File: src/hdl/sft_pkg.sv
package sft_pkg;

  localparam int AVG_TAPS_DEF = 3;
  localparam int Q_DEPTH_DEF  = 4;

  localparam int CFG_IDX_W  = 2;
  localparam int CFG_DATA_W = 13;

  localparam logic [1:0] KIND_SAMPLE = 2'd0;
  localparam logic [1:0] KIND_RESET  = 2'd1;
  localparam logic [1:0] KIND_FORCE  = 2'd2;

  localparam logic [CFG_IDX_W-1:0] CFG_WATER_LOW  = 2'd0;
  localparam logic [CFG_IDX_W-1:0] CFG_WATER_HIGH = 2'd1;
  localparam logic [CFG_IDX_W-1:0] CFG_EC_LOW     = 2'd2;
  localparam logic [CFG_IDX_W-1:0] CFG_EC_HIGH    = 2'd3;

  localparam logic [6:0]  WATER_LOW_RST  = 7'd10;
  localparam logic [6:0]  WATER_HIGH_RST = 7'd60;
  localparam logic [12:0] EC_LOW_RST     = 13'd700;
  localparam logic [12:0] EC_HIGH_RST    = 13'd2000;

  typedef enum logic [2:0] {
    EVT_STATUS    = 3'd0,
    EVT_WATER_LOW = 3'd1,
    EVT_EC_LOW    = 3'd2,
    EVT_WATER_OK  = 3'd3,
    EVT_EC_OK     = 3'd4
  } evt_t;

  typedef enum logic {
    ALM_NORMAL = 1'b0,
    ALM_LOW    = 1'b1
  } alarm_t;

  typedef struct packed {
    logic clear;
    logic forced;
    logic normal;
  } alm_cmd_t;

  typedef struct packed {
    evt_t        ev0;
    evt_t        ev1;
    logic [1:0]  nev;
    logic [15:0] temp;
    logic [15:0] humid;
    logic [12:0] ec_ppm;
    logic [6:0]  wpct;
    logic [15:0] level;
    logic [19:0] ema;
    logic [1:0]  mask;
    logic        bus;
  } rec_t;

endpackage

File: src/hdl/sensor_filter_threshold_alarm_top.sv
// Sensor sample filter with low/recover alarms. Every input transaction
// runs through a five-stage front pipeline (held codes, scaling, moving
// average and EMA state, average divide, alarm FSMs); a sample then
// leaves a record in a small queue, and the result sequencer emits one
// result per cycle from it while out_ready is high: the alarm events
// first, then the status result with out_last set, so a sample yields one
// to three results. Input ready drops only when a sample sits in the alarm
// stage and the queue is full, so reset and force transactions are taken
// one per cycle while in_ready is high; new samples are taken while the
// queue has room, and their sustained rate is set by the number of results
// the output side has to deliver.
module sensor_filter_threshold_alarm_top #(
  parameter int AVG_TAPS    = sft_pkg::AVG_TAPS_DEF,
  parameter int QUEUE_DEPTH = sft_pkg::Q_DEPTH_DEF
) (
  input  logic                           clk,
  input  logic                           rst_n,
  input  logic                           in_valid,
  output logic                           in_ready,
  input  logic [1:0]                     in_kind,
  input  logic signed [15:0]             in_water_raw,
  input  logic signed [15:0]             in_ec_raw,
  input  logic                           in_read_ok,
  input  logic [15:0]                    in_temperature_x10,
  input  logic [15:0]                    in_humidity_x10,
  input  logic                           in_recovery_active,
  output logic                           out_valid,
  input  logic                           out_ready,
  output logic [2:0]                     out_event_res,
  output logic [15:0]                    out_temp_out,
  output logic [15:0]                    out_humid_out,
  output logic [12:0]                    out_ec_ppm,
  output logic [6:0]                     out_water_percent,
  output logic signed [15:0]             out_water_level_q8,
  output logic signed [19:0]             out_ec_filtered_q7,
  output logic [1:0]                     out_alarm_mask,
  output logic                           out_bus_reset,
  output logic                           out_last,
  input  logic                           cfg_we,
  input  logic [sft_pkg::CFG_IDX_W-1:0]  cfg_index,
  input  logic [sft_pkg::CFG_DATA_W-1:0] cfg_data
);

  logic          q_push;
  logic          q_full;
  logic          q_pop;
  logic          q_empty;
  sft_pkg::rec_t q_wdata;
  sft_pkg::rec_t q_head;

  sft_front #(
    .AVG_TAPS (AVG_TAPS)
  ) u_front (
    .clk                (clk),
    .rst_n              (rst_n),
    .in_valid           (in_valid),
    .in_ready           (in_ready),
    .in_kind            (in_kind),
    .in_water_raw       (in_water_raw),
    .in_ec_raw          (in_ec_raw),
    .in_read_ok         (in_read_ok),
    .in_temperature_x10 (in_temperature_x10),
    .in_humidity_x10    (in_humidity_x10),
    .in_recovery_active (in_recovery_active),
    .cfg_we             (cfg_we),
    .cfg_index          (cfg_index),
    .cfg_data           (cfg_data),
    .q_push             (q_push),
    .q_data             (q_wdata),
    .q_full             (q_full)
  );

  sft_fifo #(
    .DEPTH (QUEUE_DEPTH)
  ) u_fifo (
    .clk       (clk),
    .rst_n     (rst_n),
    .push      (q_push),
    .push_data (q_wdata),
    .full      (q_full),
    .pop       (q_pop),
    .empty     (q_empty),
    .head      (q_head)
  );

  sft_back u_back (
    .clk                (clk),
    .rst_n              (rst_n),
    .q_empty            (q_empty),
    .q_head             (q_head),
    .q_pop              (q_pop),
    .out_valid          (out_valid),
    .out_ready          (out_ready),
    .out_event_res      (out_event_res),
    .out_temp_out       (out_temp_out),
    .out_humid_out      (out_humid_out),
    .out_ec_ppm         (out_ec_ppm),
    .out_water_percent  (out_water_percent),
    .out_water_level_q8 (out_water_level_q8),
    .out_ec_filtered_q7 (out_ec_filtered_q7),
    .out_alarm_mask     (out_alarm_mask),
    .out_bus_reset      (out_bus_reset),
    .out_last           (out_last)
  );

endmodule

File: src/hdl/sft_alarm.sv
module sft_alarm (
  input  logic              clk,
  input  logic              rst_n,
  input  sft_pkg::alm_cmd_t cmd,
  input  logic              below,
  input  logic              in_band,
  output logic              alarm_on,
  output logic              raise,
  output logic              recover
);

  sft_pkg::alarm_t state_r;
  sft_pkg::alarm_t state_nxt;

  always_comb begin
    state_nxt = state_r;
    unique case (state_r)
      sft_pkg::ALM_NORMAL: begin
        if (cmd.clear) begin
          state_nxt = sft_pkg::ALM_NORMAL;
        end else if ((cmd.forced || cmd.normal) && below) begin
          state_nxt = sft_pkg::ALM_LOW;
        end
      end
      sft_pkg::ALM_LOW: begin
        if (cmd.clear) begin
          state_nxt = sft_pkg::ALM_NORMAL;
        end else if (cmd.normal && in_band) begin
          state_nxt = sft_pkg::ALM_NORMAL;
        end
      end
      default: state_nxt = sft_pkg::ALM_NORMAL;
    endcase
  end

  always_comb begin
    raise    = 1'b0;
    recover  = 1'b0;
    alarm_on = (state_nxt == sft_pkg::ALM_LOW);
    unique case (state_r)
      sft_pkg::ALM_NORMAL: begin
        raise = (cmd.forced || cmd.normal) && below;
      end
      sft_pkg::ALM_LOW: begin
        raise   = cmd.forced && below;
        recover = cmd.normal && in_band;
      end
      default: begin
        raise   = 1'b0;
        recover = 1'b0;
      end
    endcase
  end

  always_ff @(posedge clk) begin
    if (!rst_n) begin
      state_r <= sft_pkg::ALM_NORMAL;
    end else begin
      state_r <= state_nxt;
    end
  end

endmodule

File: src/hdl/sft_front.sv
module sft_front #(
  parameter int AVG_TAPS = sft_pkg::AVG_TAPS_DEF
) (
  input  logic                             clk,
  input  logic                             rst_n,
  input  logic                             in_valid,
  output logic                             in_ready,
  input  logic [1:0]                       in_kind,
  input  logic signed [15:0]               in_water_raw,
  input  logic signed [15:0]               in_ec_raw,
  input  logic                             in_read_ok,
  input  logic [15:0]                      in_temperature_x10,
  input  logic [15:0]                      in_humidity_x10,
  input  logic                             in_recovery_active,
  input  logic                             cfg_we,
  input  logic [sft_pkg::CFG_IDX_W-1:0]    cfg_index,
  input  logic [sft_pkg::CFG_DATA_W-1:0]   cfg_data,
  output logic                             q_push,
  output sft_pkg::rec_t                    q_data,
  input  logic                             q_full
);

  localparam int IDX_W  = $clog2(AVG_TAPS);
  localparam int SUM_W  = 16 + IDX_W;
  localparam int AVG_N  = SUM_W - 1;
  localparam int AVG_S  = AVG_N + IDX_W;
  localparam int AVG_MW = AVG_N + 1;
  localparam int AVG_PW = AVG_N + AVG_MW;
  localparam logic [AVG_MW-1:0] AVG_M =
    AVG_MW'(((64'd1 << AVG_S) + 64'(AVG_TAPS) - 64'd1) / 64'(AVG_TAPS));

  localparam int          SC_DIV = 33;
  localparam int          SC_S   = 26;
  localparam logic [20:0] SC_M   = 21'(((64'd1 << SC_S) + 64'(SC_DIV) - 64'd1) / 64'(SC_DIV));

  localparam int          EMA_DIV = 5;
  localparam int          EMA_S   = 25;
  localparam logic [22:0] EMA_M   =
    23'(((64'd1 << EMA_S) + 64'(EMA_DIV) - 64'd1) / 64'(EMA_DIV));

  localparam logic [1:0] FAIL_LAST = 2'd2;

  logic adv;
  logic acc;
  logic kind_ok;

  logic [6:0]  wlow_r;
  logic [6:0]  whigh_r;
  logic [12:0] elow_r;
  logic [12:0] ehigh_r;

  always_ff @(posedge clk) begin
    if (!rst_n) begin
      wlow_r  <= sft_pkg::WATER_LOW_RST;
      whigh_r <= sft_pkg::WATER_HIGH_RST;
      elow_r  <= sft_pkg::EC_LOW_RST;
      ehigh_r <= sft_pkg::EC_HIGH_RST;
    end else if (cfg_we) begin
      unique case (cfg_index)
        sft_pkg::CFG_WATER_LOW:  wlow_r  <= cfg_data[6:0];
        sft_pkg::CFG_WATER_HIGH: whigh_r <= cfg_data[6:0];
        sft_pkg::CFG_EC_LOW:     elow_r  <= cfg_data;
        sft_pkg::CFG_EC_HIGH:    ehigh_r <= cfg_data;
        default: ;
      endcase
    end
  end

  // Input stage: hold last good codes and count failed reads.
  logic [15:0] held_w_r, held_w_nxt;
  logic [15:0] held_e_r, held_e_nxt;
  logic [1:0]  fail_r, fail_nxt;
  logic        bus_nxt;

  assign in_ready = adv;
  assign acc      = in_valid && adv;
  assign kind_ok  = (in_kind == sft_pkg::KIND_SAMPLE) || (in_kind == sft_pkg::KIND_RESET) ||
                    (in_kind == sft_pkg::KIND_FORCE);

  always_comb begin
    held_w_nxt = held_w_r;
    held_e_nxt = held_e_r;
    fail_nxt   = fail_r;
    bus_nxt    = 1'b0;
    if (in_read_ok) begin
      held_w_nxt = in_water_raw;
      held_e_nxt = in_ec_raw;
      fail_nxt   = 2'd0;
    end else if (fail_r == FAIL_LAST) begin
      bus_nxt  = 1'b1;
      fail_nxt = 2'd0;
    end else begin
      fail_nxt = fail_r + 2'd1;
    end
  end

  always_ff @(posedge clk) begin
    if (!rst_n) begin
      held_w_r <= '0;
      held_e_r <= '0;
      fail_r   <= '0;
    end else if (acc && in_kind == sft_pkg::KIND_SAMPLE) begin
      held_w_r <= held_w_nxt;
      held_e_r <= held_e_nxt;
      fail_r   <= fail_nxt;
    end
  end

  logic        p1_valid_r;
  logic [1:0]  p1_kind_r;
  logic [15:0] p1_hw_r;
  logic [15:0] p1_he_r;
  logic        p1_bus_r;
  logic [15:0] p1_temp_r;
  logic [15:0] p1_hum_r;
  logic        p1_rec_r;

  always_ff @(posedge clk) begin
    if (!rst_n) begin
      p1_valid_r <= 1'b0;
    end else if (adv) begin
      p1_valid_r <= in_valid && kind_ok;
    end
  end

  always_ff @(posedge clk) begin
    if (adv) begin
      p1_kind_r <= in_kind;
      p1_hw_r   <= held_w_nxt;
      p1_he_r   <= held_e_nxt;
      p1_bus_r  <= bus_nxt;
      p1_temp_r <= in_temperature_x10;
      p1_hum_r  <= in_humidity_x10;
      p1_rec_r  <= in_recovery_active;
    end
  end

  // Scale stage: level = floor(raw * 32 / 33), EC in 1/128 ppm.
  logic [20:0] sc_x;
  logic        sc_neg;
  logic [19:0] sc_u;
  logic [40:0] sc_prod;
  logic [14:0] sc_q;
  logic [15:0] level_now;
  logic [19:0] ec_now;

  assign sc_x      = {p1_hw_r, 5'b00000};
  assign sc_neg    = sc_x[20];
  assign sc_u      = sc_neg ? ~sc_x[19:0] : sc_x[19:0];
  assign sc_prod   = sc_u * SC_M;
  assign sc_q      = sc_prod[SC_S +: 15];
  assign level_now = sc_neg ? ~{1'b0, sc_q} : {1'b0, sc_q};
  assign ec_now    = {p1_he_r, 4'b0000};

  logic        p2_valid_r;
  logic [1:0]  p2_kind_r;
  logic [15:0] p2_lvl_r;
  logic [19:0] p2_ec_r;
  logic        p2_bus_r;
  logic [15:0] p2_temp_r;
  logic [15:0] p2_hum_r;
  logic        p2_rec_r;

  always_ff @(posedge clk) begin
    if (!rst_n) begin
      p2_valid_r <= 1'b0;
    end else if (adv) begin
      p2_valid_r <= p1_valid_r;
    end
  end

  always_ff @(posedge clk) begin
    if (adv) begin
      p2_kind_r <= p1_kind_r;
      p2_lvl_r  <= level_now;
      p2_ec_r   <= ec_now;
      p2_bus_r  <= p1_bus_r;
      p2_temp_r <= p1_temp_r;
      p2_hum_r  <= p1_hum_r;
      p2_rec_r  <= p1_rec_r;
    end
  end

  // Filter stage: running sum over the average buffer and the EMA step.
  logic [15:0]      avg_buf_r [AVG_TAPS];
  logic [IDX_W-1:0] avg_idx_r, avg_idx_nxt;
  logic             avg_full_r, avg_full_nxt;
  logic [SUM_W-1:0] sum_r, sum_nxt;
  logic [19:0]      ema_r, ema_nxt;
  logic             ema_valid_r;
  logic             idx_last;
  logic [15:0]      old_lvl;
  logic             upd2;

  logic [22:0] em_s;
  logic        em_neg;
  logic [21:0] em_u;
  logic [44:0] em_prod;
  logic [18:0] em_q;
  logic [19:0] em_div;

  assign upd2         = adv && p2_valid_r;
  assign old_lvl      = avg_buf_r[avg_idx_r];
  assign sum_nxt      = sum_r - {{IDX_W{old_lvl[15]}}, old_lvl} +
                        {{IDX_W{p2_lvl_r[15]}}, p2_lvl_r};
  assign idx_last     = (avg_idx_r == IDX_W'(AVG_TAPS - 1));
  assign avg_idx_nxt  = idx_last ? '0 : avg_idx_r + 1'b1;
  assign avg_full_nxt = avg_full_r | idx_last;

  assign em_s    = {{3{p2_ec_r[19]}}, p2_ec_r} + {ema_r[19], ema_r, 2'b00};
  assign em_neg  = em_s[22];
  assign em_u    = em_neg ? ~em_s[21:0] : em_s[21:0];
  assign em_prod = em_u * EMA_M;
  assign em_q    = em_prod[EMA_S +: 19];
  assign em_div  = em_neg ? ~{1'b0, em_q} : {1'b0, em_q};
  assign ema_nxt = ema_valid_r ? em_div : p2_ec_r;

  always_ff @(posedge clk) begin
    if (!rst_n || (upd2 && p2_kind_r == sft_pkg::KIND_RESET)) begin
      for (int i = 0; i < AVG_TAPS; i++) begin
        avg_buf_r[i] <= '0;
      end
      avg_idx_r   <= '0;
      avg_full_r  <= 1'b0;
      sum_r       <= '0;
      ema_r       <= '0;
      ema_valid_r <= 1'b0;
    end else if (upd2 && p2_kind_r == sft_pkg::KIND_SAMPLE) begin
      avg_buf_r[avg_idx_r] <= p2_lvl_r;
      avg_idx_r            <= avg_idx_nxt;
      avg_full_r           <= avg_full_nxt;
      sum_r                <= sum_nxt;
      ema_r                <= ema_nxt;
      ema_valid_r          <= 1'b1;
    end
  end

  logic             p3_valid_r;
  logic [1:0]       p3_kind_r;
  logic [15:0]      p3_lvl_r;
  logic [SUM_W-1:0] p3_sum_r;
  logic             p3_full_r;
  logic [19:0]      p3_ema_r;
  logic             p3_bus_r;
  logic [15:0]      p3_temp_r;
  logic [15:0]      p3_hum_r;
  logic             p3_rec_r;

  always_ff @(posedge clk) begin
    if (!rst_n) begin
      p3_valid_r <= 1'b0;
    end else if (adv) begin
      p3_valid_r <= p2_valid_r;
    end
  end

  always_ff @(posedge clk) begin
    if (adv) begin
      p3_kind_r <= p2_kind_r;
      p3_lvl_r  <= p2_lvl_r;
      p3_sum_r  <= sum_nxt;
      p3_full_r <= avg_full_nxt;
      p3_ema_r  <= ema_nxt;
      p3_bus_r  <= p2_bus_r;
      p3_temp_r <= p2_temp_r;
      p3_hum_r  <= p2_hum_r;
      p3_rec_r  <= p2_rec_r;
    end
  end

  // Average stage: floor(sum / AVG_TAPS) once the buffer has filled.
  logic              av_neg;
  logic [AVG_N-1:0]  av_u;
  logic [AVG_PW-1:0] av_prod;
  logic [14:0]       av_q;
  logic [15:0]       av_lvl;
  logic [15:0]       level;

  assign av_neg  = p3_sum_r[SUM_W-1];
  assign av_u    = av_neg ? ~p3_sum_r[AVG_N-1:0] : p3_sum_r[AVG_N-1:0];
  assign av_prod = av_u * AVG_M;
  assign av_q    = av_prod[AVG_S +: 15];
  assign av_lvl  = av_neg ? ~{1'b0, av_q} : {1'b0, av_q};
  assign level   = p3_full_r ? av_lvl : p3_lvl_r;

  logic        p4_valid_r;
  logic [1:0]  p4_kind_r;
  logic [15:0] p4_lvl_r;
  logic [19:0] p4_ema_r;
  logic        p4_bus_r;
  logic [15:0] p4_temp_r;
  logic [15:0] p4_hum_r;
  logic        p4_rec_r;

  always_ff @(posedge clk) begin
    if (!rst_n) begin
      p4_valid_r <= 1'b0;
    end else if (adv) begin
      p4_valid_r <= p3_valid_r;
    end
  end

  always_ff @(posedge clk) begin
    if (adv) begin
      p4_kind_r <= p3_kind_r;
      p4_lvl_r  <= level;
      p4_ema_r  <= p3_ema_r;
      p4_bus_r  <= p3_bus_r;
      p4_temp_r <= p3_temp_r;
      p4_hum_r  <= p3_hum_r;
      p4_rec_r  <= p3_rec_r;
    end
  end

  // Alarm stage: threshold compares, alarm FSMs and record build.
  logic              upd4;
  logic              is_s4;
  logic              force_r;
  sft_pkg::alm_cmd_t cmd;
  logic              w_below, w_band, e_below, e_band;
  logic              w_on, w_raise, w_recover;
  logic              e_on, e_raise, e_recover;
  logic              w_has, e_has;
  sft_pkg::evt_t     w_code, e_code;

  assign adv   = !(p4_valid_r && p4_kind_r == sft_pkg::KIND_SAMPLE && q_full);
  assign upd4  = adv && p4_valid_r;
  assign is_s4 = (p4_kind_r == sft_pkg::KIND_SAMPLE);

  assign cmd.clear  = upd4 && (p4_kind_r == sft_pkg::KIND_RESET);
  assign cmd.forced = upd4 && is_s4 && force_r;
  assign cmd.normal = upd4 && is_s4 && !force_r && !p4_rec_r;

  assign w_below = $signed({p4_lvl_r[15], p4_lvl_r}) < $signed({2'b00, wlow_r, 8'h00});
  assign w_band  = !w_below &&
                   ($signed({p4_lvl_r[15], p4_lvl_r}) <= $signed({2'b00, whigh_r, 8'h00}));
  assign e_below = $signed({p4_ema_r[19], p4_ema_r}) < $signed({1'b0, elow_r, 7'h00});
  assign e_band  = !e_below &&
                   ($signed({p4_ema_r[19], p4_ema_r}) <= $signed({1'b0, ehigh_r, 7'h00}));

  sft_alarm u_water_alarm (
    .clk      (clk),
    .rst_n    (rst_n),
    .cmd      (cmd),
    .below    (w_below),
    .in_band  (w_band),
    .alarm_on (w_on),
    .raise    (w_raise),
    .recover  (w_recover)
  );

  sft_alarm u_ec_alarm (
    .clk      (clk),
    .rst_n    (rst_n),
    .cmd      (cmd),
    .below    (e_below),
    .in_band  (e_band),
    .alarm_on (e_on),
    .raise    (e_raise),
    .recover  (e_recover)
  );

  always_ff @(posedge clk) begin
    if (!rst_n) begin
      force_r <= 1'b0;
    end else if (upd4) begin
      case (p4_kind_r) inside
        sft_pkg::KIND_SAMPLE:                    force_r <= 1'b0;
        sft_pkg::KIND_RESET, sft_pkg::KIND_FORCE: force_r <= 1'b1;
        default: ;
      endcase
    end
  end

  assign w_has  = w_raise || w_recover;
  assign e_has  = e_raise || e_recover;
  assign w_code = w_raise ? sft_pkg::EVT_WATER_LOW : sft_pkg::EVT_WATER_OK;
  assign e_code = e_raise ? sft_pkg::EVT_EC_LOW : sft_pkg::EVT_EC_OK;

  assign q_push       = upd4 && is_s4;
  assign q_data.ev0   = w_has ? w_code : e_code;
  assign q_data.ev1   = e_code;
  assign q_data.nev   = {1'b0, w_has} + {1'b0, e_has};
  assign q_data.temp  = p4_temp_r;
  assign q_data.humid = p4_hum_r;
  assign q_data.ec_ppm = p4_ema_r[19] ? 13'd0 : {1'b0, p4_ema_r[18:7]};
  assign q_data.wpct  = p4_lvl_r[15] ? 7'd0 : p4_lvl_r[14:8];
  assign q_data.level = p4_lvl_r;
  assign q_data.ema   = p4_ema_r;
  assign q_data.mask  = {e_on, w_on};
  assign q_data.bus   = p4_bus_r;

endmodule

File: src/hdl/sft_fifo.sv
module sft_fifo #(
  parameter int DEPTH = sft_pkg::Q_DEPTH_DEF
) (
  input  logic          clk,
  input  logic          rst_n,
  input  logic          push,
  input  sft_pkg::rec_t push_data,
  output logic          full,
  input  logic          pop,
  output logic          empty,
  output sft_pkg::rec_t head
);

  localparam int PTR_W = $clog2(DEPTH);
  localparam int CNT_W = $clog2(DEPTH + 1);

  sft_pkg::rec_t    mem_r [DEPTH];
  logic [PTR_W-1:0] wr_ptr_r, wr_ptr_nxt;
  logic [PTR_W-1:0] rd_ptr_r, rd_ptr_nxt;
  logic [CNT_W-1:0] cnt_r, cnt_nxt;

  assign full  = (cnt_r == CNT_W'(DEPTH));
  assign empty = (cnt_r == '0);
  assign head  = mem_r[rd_ptr_r];

  assign wr_ptr_nxt = (wr_ptr_r == PTR_W'(DEPTH - 1)) ? '0 : wr_ptr_r + 1'b1;
  assign rd_ptr_nxt = (rd_ptr_r == PTR_W'(DEPTH - 1)) ? '0 : rd_ptr_r + 1'b1;
  assign cnt_nxt    = cnt_r + CNT_W'(push) - CNT_W'(pop);

  always_ff @(posedge clk) begin
    if (!rst_n) begin
      wr_ptr_r <= '0;
      rd_ptr_r <= '0;
      cnt_r    <= '0;
    end else begin
      if (push) begin
        wr_ptr_r <= wr_ptr_nxt;
      end
      if (pop) begin
        rd_ptr_r <= rd_ptr_nxt;
      end
      cnt_r <= cnt_nxt;
    end
  end

  always_ff @(posedge clk) begin
    if (push) begin
      mem_r[wr_ptr_r] <= push_data;
    end
  end

  a_no_overflow: assert property (@(posedge clk) disable iff (!rst_n)
    push |-> !full)
    else $error("queue written while full");

  a_no_underflow: assert property (@(posedge clk) disable iff (!rst_n)
    pop |-> !empty)
    else $error("queue read while empty");

endmodule

File: src/hdl/sft_back.sv
module sft_back (
  input  logic                 clk,
  input  logic                 rst_n,
  input  logic                 q_empty,
  input  sft_pkg::rec_t        q_head,
  output logic                 q_pop,
  output logic                 out_valid,
  input  logic                 out_ready,
  output logic [2:0]           out_event_res,
  output logic [15:0]          out_temp_out,
  output logic [15:0]          out_humid_out,
  output logic [12:0]          out_ec_ppm,
  output logic [6:0]           out_water_percent,
  output logic signed [15:0]   out_water_level_q8,
  output logic signed [19:0]   out_ec_filtered_q7,
  output logic [1:0]           out_alarm_mask,
  output logic                 out_bus_reset,
  output logic                 out_last
);

  sft_pkg::rec_t rec_r;
  logic          vld_r, vld_nxt;
  logic [1:0]    k_r, k_nxt;
  logic          fire;
  logic          take;

  assign out_last = (k_r == rec_r.nev);
  assign fire     = vld_r && out_ready;
  assign take     = !vld_r || (fire && out_last);
  assign q_pop    = take && !q_empty;

  always_comb begin
    vld_nxt = vld_r;
    k_nxt   = k_r;
    if (take) begin
      vld_nxt = !q_empty;
      k_nxt   = 2'd0;
    end else if (fire) begin
      k_nxt = k_r + 2'd1;
    end
  end

  always_ff @(posedge clk) begin
    if (!rst_n) begin
      vld_r <= 1'b0;
      k_r   <= 2'd0;
    end else begin
      vld_r <= vld_nxt;
      k_r   <= k_nxt;
    end
  end

  always_ff @(posedge clk) begin
    if (q_pop) begin
      rec_r <= q_head;
    end
  end

  assign out_valid          = vld_r;
  assign out_event_res      = out_last ? sft_pkg::EVT_STATUS :
                              ((k_r == 2'd0) ? rec_r.ev0 : rec_r.ev1);
  assign out_temp_out       = rec_r.temp;
  assign out_humid_out      = rec_r.humid;
  assign out_ec_ppm         = rec_r.ec_ppm;
  assign out_water_percent  = rec_r.wpct;
  assign out_water_level_q8 = rec_r.level;
  assign out_ec_filtered_q7 = rec_r.ema;
  assign out_alarm_mask     = rec_r.mask;
  assign out_bus_reset      = rec_r.bus;

  a_index_bound: assert property (@(posedge clk) disable iff (!rst_n)
    vld_r |-> (k_r <= rec_r.nev))
    else $error("result index past the last event");

  a_index_step: assert property (@(posedge clk) disable iff (!rst_n)
    (vld_r && out_ready && !out_last) |=> (vld_r && (k_r == $past(k_r) + 2'd1)))
    else $error("result index did not advance after a transaction");

endmodule
File: config.mk
export PLATFORM = sky130hd
export DESIGN_NAME = sensor_filter_threshold_alarm_top
export DESIGN_NICKNAME = d
export VERILOG_FILES = /design/src/hdl/sft_pkg.sv /design/src/hdl/sensor_filter_threshold_alarm_top.sv /design/src/hdl/sft_alarm.sv /design/src/hdl/sft_front.sv /design/src/hdl/sft_fifo.sv /design/src/hdl/sft_back.sv
export SDC_FILE = /design/constraint.sdc
export NUM_CORES = 2
export LEC_CHECK = 0
export BUFFER_PORTS_ARGS = -buffer_cell sky130_fd_sc_hd__buf_2
export CORE_MARGIN = 5
export CORE_UTILIZATION = 25
export DETAILED_ROUTE_END_ITERATION = 8
export GPL_TIMING_DRIVEN = 1
export SLEW_MARGIN = 10
export SYNTH_ARGS = -nofsm -noshare
export SYNTH_HDL_FRONTEND = slang
export SYNTH_HIERARCHICAL = 1
export SYNTH_SLANG_ARGS = --single-unit
export TNS_END_PERCENT = 20
File: constraint.sdc
create_clock -name clk -period 23 [get_ports clk]
set_input_delay 4.6 -clock clk [delete_from_list [all_inputs] [get_ports clk]]
set_output_delay 4.6 -clock clk [all_outputs]
set_load 0.02 [all_outputs]
==> results.txt <==
Rows: 173
YS warnings: 6
max-cap violation count: 0
CTS Buffer Depth: 3
commonest non-fill, non-tap cell in the layout: edfxtp_1
post-CTS sizing: 0
WP buf/inv: 5
Non-Filler Instances: 7114
vias in the first global route: 30866
fraction of registers with async set/reset: 0%
routed vias/inst: 4.173
Primary FF master, synth: edfxtp_1
Critical Path Max Stage Delay: 0.63 ns
final wirelength: 123200 um
crit path time final: 10.31 ns
number of synthesized flops with an enable pin: 858
Final TNS setup: 0 ns
total gr overflow: 0
Final Cycle Share: 44.83%
die span in x: 482.0 um
worst-margin pin slew: 1.172 ns
Die Height: 482.0 um
CTS tree: yes
Worst setup EP type: register
Initial DRC Count: 1719
crit path launch type: register
die area: 232300 sq um
multi-input combinational cell area: 23850 sq um
TritonCTS buffer count: 97
Achievable Freq: 0.09698 GHz
cts hold-fix bufs: 0
CORE AREA: 221900 sq um
initial antenna violation count: 22
P&R area growth vs syn: 12.42%
WL/cell: 17.32 um
# setup viols final: 0
Placer Congestion: 0.8770
HP Class: register to register
DP Wirelength: 91240 um
Rel. slew slack: 21.62%
Register Area: 28510 sq um
DRC Markers: 0
H-tree Lvls: 3
Max Transition Viols Final: 0
hold depth: 0
unrepaired setup endpoints after global routing: false
CP Depth: 32
Cell Area, Synth: 55690 sq um
Post-CTS Setup Inserts: 0
Top Family by Delay on Critical Path: adder cells
Crit-path slowest cell: xnor2_1
Syn Area/Cell: 14.14 sq um
Via Count: 29690
Clk pin slew, worst setup/hold paths: 0.07 ns
largest net degree at the start of global routing: 133
Placed Cells: 6930
PortBufs: 184
first-pass GRT wire length: 188600 um
status: finished clean
most used cell, CP: fa_1
Reg2Reg Depth: 32
Initial Util: 25.10%
layout cells sized above 1: 13.52%
Ports: 185
CTS Sinks: 995
Seq/Total Area, Yosys: 51.19%
most frequent cells in the layout: edfxtp_1 (858), inv_1 (584), ha_1 (522), fa_1 (335), buf_2 (183)
Total GRT Usage: 10.52%
Required @ worst endpoint: 23.43 ns
crit-path max FO: 29
Yosys top cell by area: edfxtp_1
Clk Latency, worst-skew pair: 0.75 ns
fill count: 22322
#FFs+latches synth: 995
Routed Antenna Nets: 0
Detailed Routing Iterations Pass 1: 5
Final Hold Vio Count: 0
kind of critical path: register to register
Layout Skew: 0.08484 ns
Post-Syn Instances: 3938
synth top area cells: edfxtp_1 (46%), fa_1 (12%), ha_1 (12%)
final-stage net count: 4999
Synth top area share: 46.27%
clk root buf: clkbuf_16
crit path DAT: 10.75 ns
synth unique cells: 96
## Yosys cell counts (9+ instances only)
library cell and n:
a211o_1 9, a211oi_1 12, a21boi_0 54, a21o_1 50, a21oi_1 94, a22o_1 30
and2_1 32, and3_1 13, buf_1 10, buf_2 15, buf_4 99, clkbuf_1 63
dfxtp_1 137, edfxtp_1 858, fa_1 335, ha_1 522, inv_1 585, mux2_2 43
mux2i_1 18, mux4_2 115, nand2_1 171, nand2b_1 26, nand3_1 17, nand4_1 16
nor2_1 80, nor2b_1 42, nor3_1 38, nor4_1 19, o211ai_1 22, o21a_1 32
o21ai_0 48, or2_2 11, xnor2_1 138, xor2_1 58
## layer usage
metal | up-vias | GRT usage [%] | routed length, um
li1 | 13995 | - | -
met4 | 2 | 2.579 | 2758
met5 | - | 0 | 15
met3 | 178 | 1.929 | 5535
met2 | 565 | 17.03 | 57250
met1 | 14950 | 14.63 | 57620
## cell type report
class,instances,area share [%]
well taps,2975,5.946
diodes,4,0.01599
multi-input cells,2165,38.10
clock inverters,52,0.8754
repair buffers,209,1.795
clock buffers,128,4.193
flip-flops and latches,995,45.55
inverters,586,3.526
## cells by family (layout without fill, tap and decap cells)
logic type                 Yosys count  in the layout  synth area share [%]
DFF                                995            995                 51.19
xor gates and xnor gates           200            200                 3.213
buffers and inverters              779            975                 6.046
muxes                              177            177                 5.871
other                                1              6              0.006734
AOI/OAI and AO/OA                  422            422                 5.298
and+or+nand+nor                    507            507                 4.599
adders and majority gates          857            857                 23.77
## path summary, 6_finish.rpt
path	startpoint	endpoint	slack, ns
hold reg to reg	u_front/p3_kind_r[1]	u_front/p4_kind_r[1]	0.38
hold / removal	u_front/p3_kind_r[1]	u_front/p4_kind_r[1]	0.38
setup reg to reg	u_front/p2_ec_r[4]	u_front/p3_ema_r[12]	12.69
setup / recovery	u_front/p2_ec_r[4]	u_front/p3_ema_r[12]	12.69
## worst register-to-register path, delay by kind of cell, from the launching register on
family                   cells  cell delay [ns]
AO/OA/AOI/OAI               11             2.91
flip-flops                   1             0.41
AND/OR/NAND/NOR              3             0.76
adder cells (fa/ha/maj)     10             4.30
XOR/XNOR                     2             0.90
multiplexers                 1             0.13
buffers and inverters        5             0.62
## metrics by stage
| stage | setup slack, ns | instance area, sq um | utilization, % | hold slack [ns] |
|---|---|---|---|---|
| after detailed placement | 12.68 | 59410 | 26.78 | 0.4045 |
| after global routing | 12.11 | 62590 | 28.21 | 0.3851 |
| after floorplan | 11.63 | 55690 | - | 0.4003 |
| final | 12.69 | 62600 | 28.21 | 0.3779 |
| after global placement | 12.89 | 59410 | 26.78 | 0.4004 |
| after CTS | 12.62 | 62590 | 28.21 | 0.3698 |
## state kept, by name, summed over array words and instances, names as in the netlist, 18 cells and up, named ones only
name,flops
u_front/avg_buf_r,64
u_front/ema_r,20
u_front/p4_ema_r,20
u_front/p3_ema_r,20
u_back/out_ec_filtered_q7,20
u_front/sum_r,18
u_fifo/mem_r,396
u_front/p3_sum_r,18
Power is not shown: default switching activity piles up to over one toggle a cycle in this logic, so the estimate is an artifact.
